**config.mk**
```make
export PLATFORM = sky130hd
export DESIGN_NAME = control_knob_event_decoder_flat
export DESIGN_NICKNAME = d
export VERILOG_FILES = /design/src/hdl/ckd_pkg.sv /design/src/hdl/ckd_snap_if.sv /design/src/hdl/ckd_evt_if.sv /design/src/hdl/control_knob_event_decoder.sv /design/src/hdl/ckd_in_stage.sv /design/src/hdl/ckd_decode.sv /design/src/hdl/ckd_out_stage.sv /design/src/flat_wrapper.sv
export SDC_FILE = /design/constraint.sdc
export NUM_CORES = 1
export LEC_CHECK = 0
export BUFFER_PORTS_ARGS = -buffer_cell sky130_fd_sc_hd__clkbuf_2
export CORE_MARGIN = 2
export CORE_UTILIZATION = 55
export DETAILED_ROUTE_END_ITERATION = 12
export PLACE_DENSITY = 0.79
export SLEW_MARGIN = 30
export SYNTH_ARGS = -nofsm -noshare
export SYNTH_HDL_FRONTEND = slang
export SYNTH_HIERARCHICAL = 1
export SYNTH_SLANG_ARGS = --single-unit
```
**constraint.sdc**
```tcl
create_clock -name clk -period 5.8 [get_ports clk]
set_clock_uncertainty 0.05 [all_clocks]
set_input_delay 1.16 -clock clk [delete_from_list [all_inputs] [get_ports clk]]
set_output_delay 1.16 -clock clk [all_outputs]
set_load 0.01 [all_outputs]
```
**src/hdl/ckd_pkg.sv**
```systemverilog
package ckd_pkg;

    typedef struct packed {
        logic vol_enc_a;
        logic vol_enc_b;
        logic push_key;
        logic left_key;
        logic right_key;
        logic down_key;
        logic up_key;
        logic nav_enc_a;
        logic nav_enc_b;
        logic spare_line;
        logic vol_key;
    } ckd_snap_t;

    typedef struct packed {
        logic [3:0] event_code;
    } ckd_evt_t;

    typedef enum logic [3:0] {
        EV_NONE     = 4'd0,
        EV_VOLPRESS = 4'd1,
        EV_PRESS    = 4'd2,
        EV_RELEASE  = 4'd3,
        EV_CW       = 4'd4,
        EV_CCW      = 4'd5,
        EV_DOWN     = 4'd6,
        EV_UP       = 4'd7,
        EV_LEFT     = 4'd8,
        EV_RIGHT    = 4'd9,
        EV_VOLCW    = 4'd10,
        EV_VOLCCW   = 4'd11
    } ckd_event_t;

    typedef enum logic [1:0] {
        DIR_NONE = 2'd0,
        DIR_CW   = 2'd1,
        DIR_CCW  = 2'd2
    } ckd_dir_t;

    localparam int LEVEL_W = 10;

    // Bit positions in the remembered level vector
    localparam logic [3:0] B_VA    = 4'd0;
    localparam logic [3:0] B_VB    = 4'd1;
    localparam logic [3:0] B_PUSH  = 4'd2;
    localparam logic [3:0] B_LEFT  = 4'd3;
    localparam logic [3:0] B_RIGHT = 4'd4;
    localparam logic [3:0] B_DOWN  = 4'd5;
    localparam logic [3:0] B_UP    = 4'd6;
    localparam logic [3:0] B_NA    = 4'd7;
    localparam logic [3:0] B_NB    = 4'd8;
    localparam logic [3:0] B_VKEY  = 4'd9;

    typedef struct packed {
        ckd_snap_t            last_snap;
        logic                 last_valid;
        logic [LEVEL_W-1:0]   qprev;
        logic                 primed;
    } ckd_state_t;

    // Position on the Gray cycle 00, 10, 11, 01 (a, b)
    function automatic logic [1:0] quad_pos(input logic a, input logic b);
        logic [1:0] p;
        if (!a)
        begin
            p = b ? 2'd3 : 2'd0;
        end
        else
        begin
            p = b ? 2'd2 : 2'd1;
        end
        return p;
    endfunction

    function automatic ckd_dir_t quad_step(input logic pa, input logic pb,
                                           input logic ca, input logic cb);
        logic [1:0] p;
        logic [1:0] c;
        ckd_dir_t   d;
        p = quad_pos(pa, pb);
        c = quad_pos(ca, cb);
        if (c == p + 2'd1)
        begin
            d = DIR_CW;
        end
        else if (c == p + 2'd3)
        begin
            d = DIR_CCW;
        end
        else
        begin
            d = DIR_NONE;
        end
        return d;
    endfunction

endpackage

```
**src/hdl/ckd_snap_if.sv**
```systemverilog
interface ckd_snap_if import ckd_pkg::*; ();
    logic      valid;
    logic      ready;
    ckd_snap_t data;

    modport source (output valid, output data, input ready);
    modport sink (input valid, input data, output ready);
endinterface

```
**src/hdl/ckd_evt_if.sv**
```systemverilog
interface ckd_evt_if import ckd_pkg::*; ();
    logic     valid;
    logic     ready;
    ckd_evt_t data;

    modport source (output valid, output data, input ready);
    modport sink (input valid, input data, output ready);
endinterface

```
**src/hdl/control_knob_event_decoder.sv**
```systemverilog
// Channel   Role   Payload                                  Beat
// snap      sink   eleven panel line levels (ckd_snap_t)    valid && ready
// evt       source event_code, 4 bits (ckd_evt_t)           valid && ready
//
// One beat per cycle sustained while evt is not stalled; a snapshot passes through the input
// register, then decode into the result register.
// Decode state (last snapshot, remembered levels, primed flag) is read and
// written in the same cycle a beat enters the result register.
// Reset clears all valid flags and decode state.
// A stall on evt holds the result; snap keeps accepting until both registers fill.
module control_knob_event_decoder import ckd_pkg::*; (
    input logic        clk,
    input logic        rst_n,
    ckd_snap_if.sink   snap,
    ckd_evt_if.source  evt
);

    logic       hold_valid;
    logic       hold_ready;
    ckd_snap_t  hold_data;
    ckd_state_t st;
    ckd_state_t st_next;
    ckd_event_t code;

    ckd_in_stage u_in (
        .clk        (clk),
        .rst_n      (rst_n),
        .in_valid   (snap.valid),
        .in_ready   (snap.ready),
        .in_data    (snap.data),
        .hold_valid (hold_valid),
        .hold_ready (hold_ready),
        .hold_data  (hold_data)
    );

    ckd_decode u_dec (
        .snap    (hold_data),
        .st      (st),
        .st_next (st_next),
        .code    (code)
    );

    ckd_out_stage u_out (
        .clk        (clk),
        .rst_n      (rst_n),
        .hold_valid (hold_valid),
        .hold_ready (hold_ready),
        .st_next    (st_next),
        .code       (code),
        .st         (st),
        .out_valid  (evt.valid),
        .out_ready  (evt.ready),
        .out_data   (evt.data)
    );

endmodule

```
**src/hdl/ckd_in_stage.sv**
```systemverilog
module ckd_in_stage import ckd_pkg::*; (
    input  logic      clk,
    input  logic      rst_n,
    input  logic      in_valid,
    output logic      in_ready,
    input  ckd_snap_t in_data,
    output logic      hold_valid,
    input  logic      hold_ready,
    output ckd_snap_t hold_data
);

    logic      valid_reg;
    ckd_snap_t data_reg;

    assign in_ready   = !valid_reg || hold_ready;
    assign hold_valid = valid_reg;
    assign hold_data  = data_reg;

    always_ff @(posedge clk or negedge rst_n)
    begin
        if (!rst_n)
        begin
            valid_reg <= 1'b0;
        end
        else if (in_ready)
        begin
            valid_reg <= in_valid;
        end
    end

    always_ff @(posedge clk)
    begin
        if (in_valid && in_ready)
        begin
            data_reg <= in_data;
        end
    end

endmodule

```
**src/hdl/ckd_decode.sv**
```systemverilog
module ckd_decode import ckd_pkg::*; (
    input  ckd_snap_t  snap,
    input  ckd_state_t st,
    output ckd_state_t st_next,
    output ckd_event_t code
);

    logic [LEVEL_W-1:0] lv;
    logic [LEVEL_W-1:0] q;
    logic               hit;
    ckd_dir_t           nav_dir;
    ckd_dir_t           vol_dir;

    always_comb
    begin
        lv[B_VA]    = snap.vol_enc_a;
        lv[B_VB]    = snap.vol_enc_b;
        lv[B_PUSH]  = snap.push_key;
        lv[B_LEFT]  = snap.left_key;
        lv[B_RIGHT] = snap.right_key;
        lv[B_DOWN]  = snap.down_key;
        lv[B_UP]    = snap.up_key;
        lv[B_NA]    = snap.nav_enc_a;
        lv[B_NB]    = snap.nav_enc_b;
        lv[B_VKEY]  = snap.vol_key;
    end

    assign nav_dir = quad_step(st.qprev[B_NA], st.qprev[B_NB], lv[B_NA], lv[B_NB]);
    assign vol_dir = quad_step(st.qprev[B_VA], st.qprev[B_VB], lv[B_VA], lv[B_VB]);

    // Priority chain: each key check reached updates its remembered level; encoder levels update only on a step
    always_comb
    begin
        st_next = st;
        code    = EV_NONE;
        q       = st.qprev;
        hit     = 1'b0;
        if (!st.primed)
        begin
            st_next.primed = 1'b1;
            st_next.qprev  = lv;
        end
        else if (!(st.last_valid && (snap == st.last_snap)))
        begin
            st_next.last_snap  = snap;
            st_next.last_valid = 1'b1;

            q[B_VKEY] = lv[B_VKEY];
            if (lv[B_VKEY] && !st.qprev[B_VKEY])
            begin
                code = EV_VOLPRESS;
                hit  = 1'b1;
            end

            if (!hit)
            begin
                q[B_PUSH] = lv[B_PUSH];
                if (lv[B_PUSH] && !st.qprev[B_PUSH])
                begin
                    code = EV_PRESS;
                    hit  = 1'b1;
                end
                else if (!lv[B_PUSH] && st.qprev[B_PUSH])
                begin
                    code = EV_RELEASE;
                    hit  = 1'b1;
                end
            end

            if (!hit && nav_dir != DIR_NONE)
            begin
                q[B_NA] = lv[B_NA];
                q[B_NB] = lv[B_NB];
                code    = (nav_dir == DIR_CW) ? EV_CW : EV_CCW;
                hit     = 1'b1;
            end

            if (!hit)
            begin
                q[B_DOWN] = lv[B_DOWN];
                if (lv[B_DOWN] && !st.qprev[B_DOWN])
                begin
                    code = EV_DOWN;
                    hit  = 1'b1;
                end
            end

            if (!hit)
            begin
                q[B_UP] = lv[B_UP];
                if (lv[B_UP] && !st.qprev[B_UP])
                begin
                    code = EV_UP;
                    hit  = 1'b1;
                end
            end

            if (!hit)
            begin
                q[B_LEFT] = lv[B_LEFT];
                if (lv[B_LEFT] && !st.qprev[B_LEFT])
                begin
                    code = EV_LEFT;
                    hit  = 1'b1;
                end
            end

            if (!hit)
            begin
                q[B_RIGHT] = lv[B_RIGHT];
                if (lv[B_RIGHT] && !st.qprev[B_RIGHT])
                begin
                    code = EV_RIGHT;
                    hit  = 1'b1;
                end
            end

            if (!hit && vol_dir != DIR_NONE)
            begin
                q[B_VA] = lv[B_VA];
                q[B_VB] = lv[B_VB];
                code    = (vol_dir == DIR_CW) ? EV_VOLCW : EV_VOLCCW;
            end

            st_next.qprev = q;
        end
    end

endmodule

```
**src/hdl/ckd_out_stage.sv**
```systemverilog
module ckd_out_stage import ckd_pkg::*; (
    input  logic       clk,
    input  logic       rst_n,
    input  logic       hold_valid,
    output logic       hold_ready,
    input  ckd_state_t st_next,
    input  ckd_event_t code,
    output ckd_state_t st,
    output logic       out_valid,
    input  logic       out_ready,
    output ckd_evt_t   out_data
);

    ckd_state_t st_reg;
    logic       valid_reg;
    ckd_evt_t   data_reg;
    logic       advance;

    assign hold_ready = !valid_reg || out_ready;
    assign advance    = hold_valid && hold_ready;
    assign st         = st_reg;
    assign out_valid  = valid_reg;
    assign out_data   = data_reg;

    // Commit state only when the held beat moves into the result register
    always_ff @(posedge clk or negedge rst_n)
    begin
        if (!rst_n)
        begin
            st_reg    <= '0;
            valid_reg <= 1'b0;
        end
        else
        begin
            if (advance)
            begin
                st_reg <= st_next;
            end
            if (hold_ready)
            begin
                valid_reg <= hold_valid;
            end
        end
    end

    always_ff @(posedge clk)
    begin
        if (advance)
        begin
            data_reg.event_code <= code;
        end
    end

endmodule

```
**src/flat_wrapper.sv**
```systemverilog
// flat-port wrapper written by rule: the top's interface ports become plain ports
module control_knob_event_decoder_flat import ckd_pkg::*;
  (clk, rst_n, snap_valid, snap_data, snap_ready, evt_valid, evt_data, evt_ready);
  ckd_snap_if snap_i ();
  ckd_evt_if evt_i ();
  input logic clk;
  input logic rst_n;
  input wire logic [$bits(snap_i.valid)-1:0] snap_valid;
  input wire logic [$bits(snap_i.data)-1:0] snap_data;
  output wire logic [$bits(snap_i.ready)-1:0] snap_ready;
  output wire logic [$bits(evt_i.valid)-1:0] evt_valid;
  output wire logic [$bits(evt_i.data)-1:0] evt_data;
  input wire logic [$bits(evt_i.ready)-1:0] evt_ready;
  assign snap_i.valid = snap_valid;
  assign snap_i.data = snap_data;
  assign snap_ready = snap_i.ready;
  assign evt_valid = evt_i.valid;
  assign evt_data = evt_i.data;
  assign evt_i.ready = evt_ready;
  control_knob_event_decoder u_core (.clk(clk), .rst_n(rst_n), .snap(snap_i), .evt(evt_i));
endmodule
```
# == Word-level counts from Yosys, hierarchy flattened ==
# Index checks and enable logic that the tools add are counted.
# W data, S select, Z words.
# classes
eq_ne,15
n_reduce_logical,37
addsub,4
muxes,72
bitwise,2
# ops
op,count
$mux W4,17
$mux W2,18
$mux W1,35
$reduce_and A3 Y1,8
$mux W10,2
$logic_and A1 B1 Y1,12
$ne A2 B2 Y1 const B,6
$eq A11 B11 Y1,1
$logic_not A1 Y1,11
$eq A2 B2 Y1,4
$add A2 B1 Y2 const B,2
$add A2 B2 Y2 const B,2
$eq A2 B1 Y1 const B,2
$ne A2 B1 Y1 const B,2
$reduce_bool A2 Y1,2
$logic_or A1 B1 Y1,2
$not A1 Y1,2
$reduce_and A2 Y1,1
$reduce_or A2 Y1,1
# totals
in_bits,15
ff_bits,40
wordCells,165

# == Depth between registers and ports, before layout ==
# Gate-level depths: netlist of the first run.
# logic_depth
word_depth,30
depth_mapped,7
ltp_nobuf,7

# == Cells and area by module ==
# The synthesis of the first run kept the hierarchy.
# modules_own_cells
module,seq_area_each_um2,n_inst,cells_each,area_per_inst_um2
ckd_out_stage,720.7,1,57,1108.6
ckd_decode,0.0,1,90,724.4
ckd_in_stage,355.3,1,15,384.1

# == Worst setup path before layout of the first run ==
# Ideal clock, no wire load.
# synth_timing
path_kind,input to output
start,in evt_ready
end,out snap_ready
path_stages,2
t_arrival_ns,1.452
setup_slack_ns,3.138
cell_sequence,nand2b_4 -> nand2b_4
# synth_between
elab_chain_len,2
# synth_lines
element,line_no,text
"start, declared",flat_wrapper.sv:13,input wire logic [$bits(evt_i.ready)-1:0] evt_ready;
$logic_or A1 B1 Y1,ckd_out_stage.sv:19,assign hold_ready = !valid_reg || out_ready;
$logic_or A1 B1 Y1,ckd_in_stage.sv:15,assign in_ready = !valid_reg || hold_ready;
"end, declared",flat_wrapper.sv:10,output wire logic [$bits(snap_i.ready)-1:0] snap_ready;
# Every way passes these cells.

# == Worst setup path after layout of the first run ==
# layout_timing
start,in evt_ready
end,out snap_ready
# layout_between
elab_chain_len,2
# layout_lines
element,line_no,text
$logic_or A1 B1 Y1,ckd_out_stage.sv:19,
net u_core.hold_ready,control_knob_event_decoder.sv:19,logic hold_ready;
$logic_or A1 B1 Y1,ckd_in_stage.sv:15,
# The timed path passes the listed nets, and every way through them passes these cells.

==> flow_summary_export.csv, run 1 <==
group,metric,value,unit
run_status,status,"finished clean",
die,core_area,3940,um^2
detailed_routing,routed_wl,3970,um
clocking,root_buffer,"clkbuf_8",
clocking,cts_tree,"yes",
synthesis,synth_fp_nets,178,
power_and_ir_drop,p_int,0.741,mW
synthesis,synthDistinctLibCells,38,
global_route,antenna_found_initial,0,
clocking,cts-resized-gates,0,
placement,globalplace.congestion,0.853,
detailed_routing,drt_first_pass_iters,4,
power_and_ir_drop,p_leak,1.01,nW
cells_and_area,antenna_cells,0,
run,cap_violations,0,
die,die_h,67.5,um
worst_setup_path,crit_required,4.59,ns
global_route,grt_use_total,20.0,%
timing,slew-limit-headroom,51.6,%
global_route,grt_pass1_wl,6650,um
detailed_routing,drc,0,
power_and_ir_drop,power_frac_comb,38.1,%
global_route,grt_overflow_total,0,
cells_and_area,post-route-util,62.0,%
timing,whs,0.484,ns
cells_and_area,fin_cells,234,
power_and_ir_drop,p_seq_share,41.6,%
synthesis,synth_top_area_share,28.2,%
global_route,grt_pass1_vias,1427,
placement,port_buffers,20,
synthesis,ys_ff_latch,40,
die,die_w,67.5,um
detailed_routing,route.vias.total,1367,
timing,setup_viol,0,
placement,dp_cells,226,
die,num_io_pins,21,
die,rows,23,
clocking,cts_buffer_depth,2,
cells_and_area,drive_gt1_share,38.0,%
worst_setup_path,worstPathArrival,1.65,ns
timing,worstMarginPinSlew,0.726,ns
synthesis,syn-mean-instance-area,13.7,um^2
hold_path,hold_class,"flop to flop",
detailed_routing,routed_via_density,5.84,
synthesis,yosysTopAreaCell,"dfrtp_1",
synthesis,synth_warnings,6,
synthesis,seq_area_frac_synth,48.5,%
cells_and_area,final_common_cell,"dfrtp_1",
power_and_ir_drop,power.switching,0.356,mW
power_and_ir_drop,p_sw_share,32.5,%
placement,post-dp-hpwl,2740,um
detailed_routing,dr.first_iter.drc_count,82,
worst_setup_path,cp_max_fo,3,
clocking,clk_pin_slew,0.08,ns
worst_setup_path,startpoint_type,"input pin",
power_and_ir_drop,worst_ir_drop_vdd,244,uV
timing,setup-tns-final,0,ns
cells_and_area,nets,199,
timing,drv_slew,0,
cells_and_area,area_delta_synth_final,10.3,%
die,start_util,56.2,%
power_and_ir_drop,power_density,448,nW/um^2
clocking,cts_setup_buffers,0,
clocking,cts_buffers,5,
timing,finalHoldViolations,0,
clocking,hold_buffers,0,
worst_setup_path,path_class,"input pin to output pin",
timing,finalCritPeriodShare,49.4,%
detailed_routing,wl_per_cell,16.9,um
clocking,cts_sinks,40,
cells_and_area,largest_register_ffs,23,
worst_setup_path,end_kind,"output pin",
global_route,grt_max_degree,26,
synthesis,synth_area,2220,um^2
detailed_routing,antenna_left,0,
die,die-area,4550,um^2
synthesis,yosys-top-cells-area,"dfrtp_1 (28%), edfxtp_1 (20%), mux2_4 (13%)",
clocking,clk-insertion-delay-late,0.29,ns
cells_and_area,final_cell_mix,"dfrtp_1 (25), clkbuf_2 (20), mux2_4 (19), xnor2_1 (16), edfxtp_1 (15)",
timing,rsz0062_at_grt,"false",
timing,fmaxAchievable,349,MHz
timing,fin_crit,2.86,ns
power_and_ir_drop,power_frac_clock,20.3,%
synthesis,syn_inst,162,
clocking,h-tree-depth,2,
==> cells by family (layout without fill, tap and decap cells) <==
group	count (synthesis)	count (layout)	share of synthesized area (%)
AND/OR/NAND/NOR	34	34	10.6
XOR/XNOR	17	17	7.05
AO/OA/AOI/OAI	16	16	4.97
multiplexers	44	44	25.6
buffers and inverters	9	31	2.54
adder cells (fa/ha/maj)	1	1	0.564
flip-flops	40	40	48.5
other	1	1	0.169
==> cell type report <==
class                   count  area (um^2)
multi-input cells         113         1080
clock inverters             3         42.5
repair buffers             20          100
fillers                   298         1500
well taps                  50         62.6
inverters                   3         11.3
flip-flops and latches     40         1080
clock buffers               5         68.8
==> metal layers <==
metal / vias to the layer above / GRT usage [%] / part of all wire (%)
met5: - / 0 / 0
met4: 0 / 4.59 / 0.83
met3: 5 / 4.67 / 4.2
met2: 36 / 36.3 / 52
met1: 689 / 23.7 / 43
li1: 637 / - / -
==> cell usage after synthesis (all sizes together) <==
cell / instances
mux2: 44
dfrtp: 25
xnor2: 17
edfxtp: 15
nand2b: 9
nand4: 7
o21ai: 6
nand2: 5
buf: 4
a21oi: 3
inv: 3
nor3: 3
o31ai: 3
clkbuf: 2
nand3: 2
nor2b: 2
o211ai: 2
a211oi: 1
a31oi: 1
and2: 1
and3b: 1
and4: 1
conb: 1
ha: 1
nand4b: 1
nor3b: 1
or2: 1
==> path summary, 6_finish.rpt <==
path,start,end,slack [ns],cells past startpoint
min in group asynchronous,rst_n,u_core/u_out/st[6],0.83,1
max,evt_ready,snap_ready,2.94,4
min,u_core/u_out/st[7],u_core/u_out/st[7],0.48,1
max in group asynchronous,rst_n,u_core/u_out/st[5],4.45,1
max reg2reg,u_core/u_in/hold_data[10],u_core/u_out/st[22],3.32,6
min reg2reg,u_core/u_out/st[7],u_core/u_out/st[7],0.48,1
==> worst max-delay path: stages <==
cell and delay [ns]:
clkbuf_2 0.08, nand2b_4 0.15, nand2b_4 0.15, clkbuf_2 0.12
==> per-stage QoR <==
step | setup WS, ns | total power [mW] | area (um^2)
6_report | 2.94 | 1.10 | 2450
5_1_grt | 2.90 | 1.16 | 2450
4_1_cts | 2.93 | 1.10 | 2450
3_5_place_dp | 2.94 | 0.869 | 2330
3_3_place_gp | 2.94 | 0.844 | 2330
2_1_floorplan | 3.14 | 0.789 | 2220
==> power groups by stage <==
stage,clock (mW),combinational (mW),sequential (mW)
detailed placement,0,0.408,0.460
finish,0.222,0.418,0.456
global placement,0,0.391,0.453
floorplan,0,0.351,0.438
CTS,0.228,0.414,0.456
global route,0.242,0.450,0.467
Power figures use the tool's default switching activity.
==> run 2: changes to the inputs <==
- CORE_UTILIZATION: 55 -> 53
- clock period: 5.8 -> 2.45 ns (I/O delays scaled with it)
==> run 2 against run 1 <==
  * Setup slack worse by 2.8 ns
  * Utilization is 0.45 points lower
  * Critical path depth increased by 2
  * Critical path type is now flop to flop
  * Power rose by 140%
  * Highest routed layer unchanged
  * Count of clock-buffer cells in the layout did not move
  * Sequential power increased by 130%
  * Cell count up 0.85%
  * First-iteration DRC count shrank 27%
==> flow_summary_export.csv, run 2 (synthesis gave the netlist of run 1 again) <==
group,metric,value,unit
run_status,status,"finished clean",
global_route,grt_use_met3,3.73,%
power_and_ir_drop,p_leak,1.02,nW
detailed_routing,antenna_left,0,
cells_and_area,antenna_cells,0,
die,num_io_pins,21,
detailed_routing,dr.first_iter.drc_count,60,
placement,post-dp-hpwl,3000,um
placement,globalplace.congestion,0.873,
timing,rsz0062_at_grt,"false",
power_and_ir_drop,worst_ir_drop_vdd,578,uV
die,die_w,68.7,um
clocking,h-tree-depth,2,
detailed_routing,wl_per_cell,17.1,um
timing,slew-limit-headroom,56.6,%
clocking,clk_pin_slew,0.08,ns
global_route,busiest_layer,"met2",
cells_and_area,drive_gt1_share,39.2,%
global_route,met2_usage,32.8,%
placement,dp_cells,228,
power_and_ir_drop,power.total,2.61,mW
placement,port_buffers,20,
detailed_routing,drc,0,
clocking,cts_setup_buffers,0,
power_and_ir_drop,power_density,1060,nW/um^2
timing,fmaxAchievable,430,MHz
cells_and_area,largest_register_ffs,23,
hold_path,hold_class,"input pin to async pin",
clocking,cts_buffers,5,
cells_and_area,area_delta_synth_final,11.1,%
global_route,grt_use_total,19.8,%
worst_setup_path,cp_max_fo,4,
cells_and_area,post-route-util,61.6,%
run,cap_violations,0,
global_route,grt_overflow_total,0,
timing,worstMarginPinSlew,0.651,ns
cells_and_area,final_cell_mix,"dfrtp_1 (25), clkbuf_2 (20), mux2_4 (19), xnor2_1 (16), edfxtp_1 (15)",
detailed_routing,drt_first_pass_iters,6,
timing,finalCritPeriodShare,95.0,%
global_route,grt_pass1_wl,6640,um
clocking,cts-resized-gates,0,
clocking,cts_tree,"yes",
detailed_routing,routed_wl,4030,um
global_route,antenna_found_initial,0,
timing,fin_crit,2.33,ns
timing,setup-tns-final,0,ns
worst_setup_path,worstPathArrival,2.46,ns
cells_and_area,final_common_cell,"dfrtp_1",
die,die-area,4720,um^2
clocking,cts_buffer_depth,2,
die,core_area,4000,um^2
clocking,hold_buffers,0,
timing,drv_slew,0,
clocking,cts_sinks,40,
clocking,root_buffer,"clkbuf_8",
timing,setup_viol,0,
timing,finalHoldViolations,0,
worst_setup_path,startpoint_type,"flop",
global_route,grt_util_met1,23.5,%
die,die_h,68.7,um
detailed_routing,route.vias.total,1348,
detailed_routing,routed_via_density,5.71,
worst_setup_path,crit_required,2.58,ns
worst_setup_path,path_class,"flop to flop",
die,start_util,55.4,%
global_route,grt_max_degree,26,
cells_and_area,fin_cells,236,
timing,whs,0.163,ns
clocking,clk-insertion-delay-late,0.29,ns
cells_and_area,nets,201,
die,rows,23,
worst_setup_path,end_kind,"flop",
global_route,grt_pass1_vias,1426,
-- run 2: changes by cell type in the layout (fill, tap and decap cells not counted), sizes merged --
cell and change:
buf +2
-- run 2: metrics by stage --
stage / instance area [um^2] / worst slack (ns)
floorplan: 2220 / 0.361
global route: 2460 / 0.0289
finish: 2460 / 0.124
detailed placement: 2350 / 0.0950
global placement: 2350 / 0.236
CTS: 2460 / 0.0898
-- run 2: worst paths after layout --
path | startpoint | cells past startpoint | endpoint | slack, ns
max | u_core/u_in/hold_data[9] | 6 | u_core/u_out/st[6] | 0.12
min | rst_n | 1 | u_core/u_out/st[8] | 0.16
max reg2reg | u_core/u_in/hold_data[9] | 6 | u_core/u_out/st[6] | 0.12
min reg2reg | u_core/u_out/st[6] | 1 | u_core/u_out/st[6] | 0.48
max in group asynchronous | rst_n | 1 | u_core/u_out/st[21] | 1.77
min in group clk | snap_data[1] | 1 | u_core/u_in/hold_data[1] | 0.32
-- run 2: worst max-delay path, stage by stage (launching register included) --
cell	delay, ns
edfxtp_1	0.47
xnor2_1	0.35
nand4_1	0.21
nor3_1	0.39
o21ai_1	0.15
mux2_1	0.34
mux2_4	0.27
-- run 2: cell type report --
cell class | instances | area, um^2
clock buffer | 5 | 68.8
clock inverter | 3 | 42.5
fill | 322 | 1540
inverter | 3 | 11.3
multi-input combinational | 113 | 1090
sequential | 40 | 1080
tap | 50 | 62.6
timing repair buffer | 22 | 115
-- run 2: power by group --
group	switching, mW	leakage, nW	internal [mW]
combinational	0.454	0.530	0.559
sequential	0.172	0.433	0.896
clock	0.231	0.0541	0.301
-- run 2: metal layers --
layer / vias to the layer above / wire (um)
met5: - / 0
met4: 0 / 168
met3: 17 / 139
met2: 43 / 2040
met1: 655 / 1670
li1: 633 / -
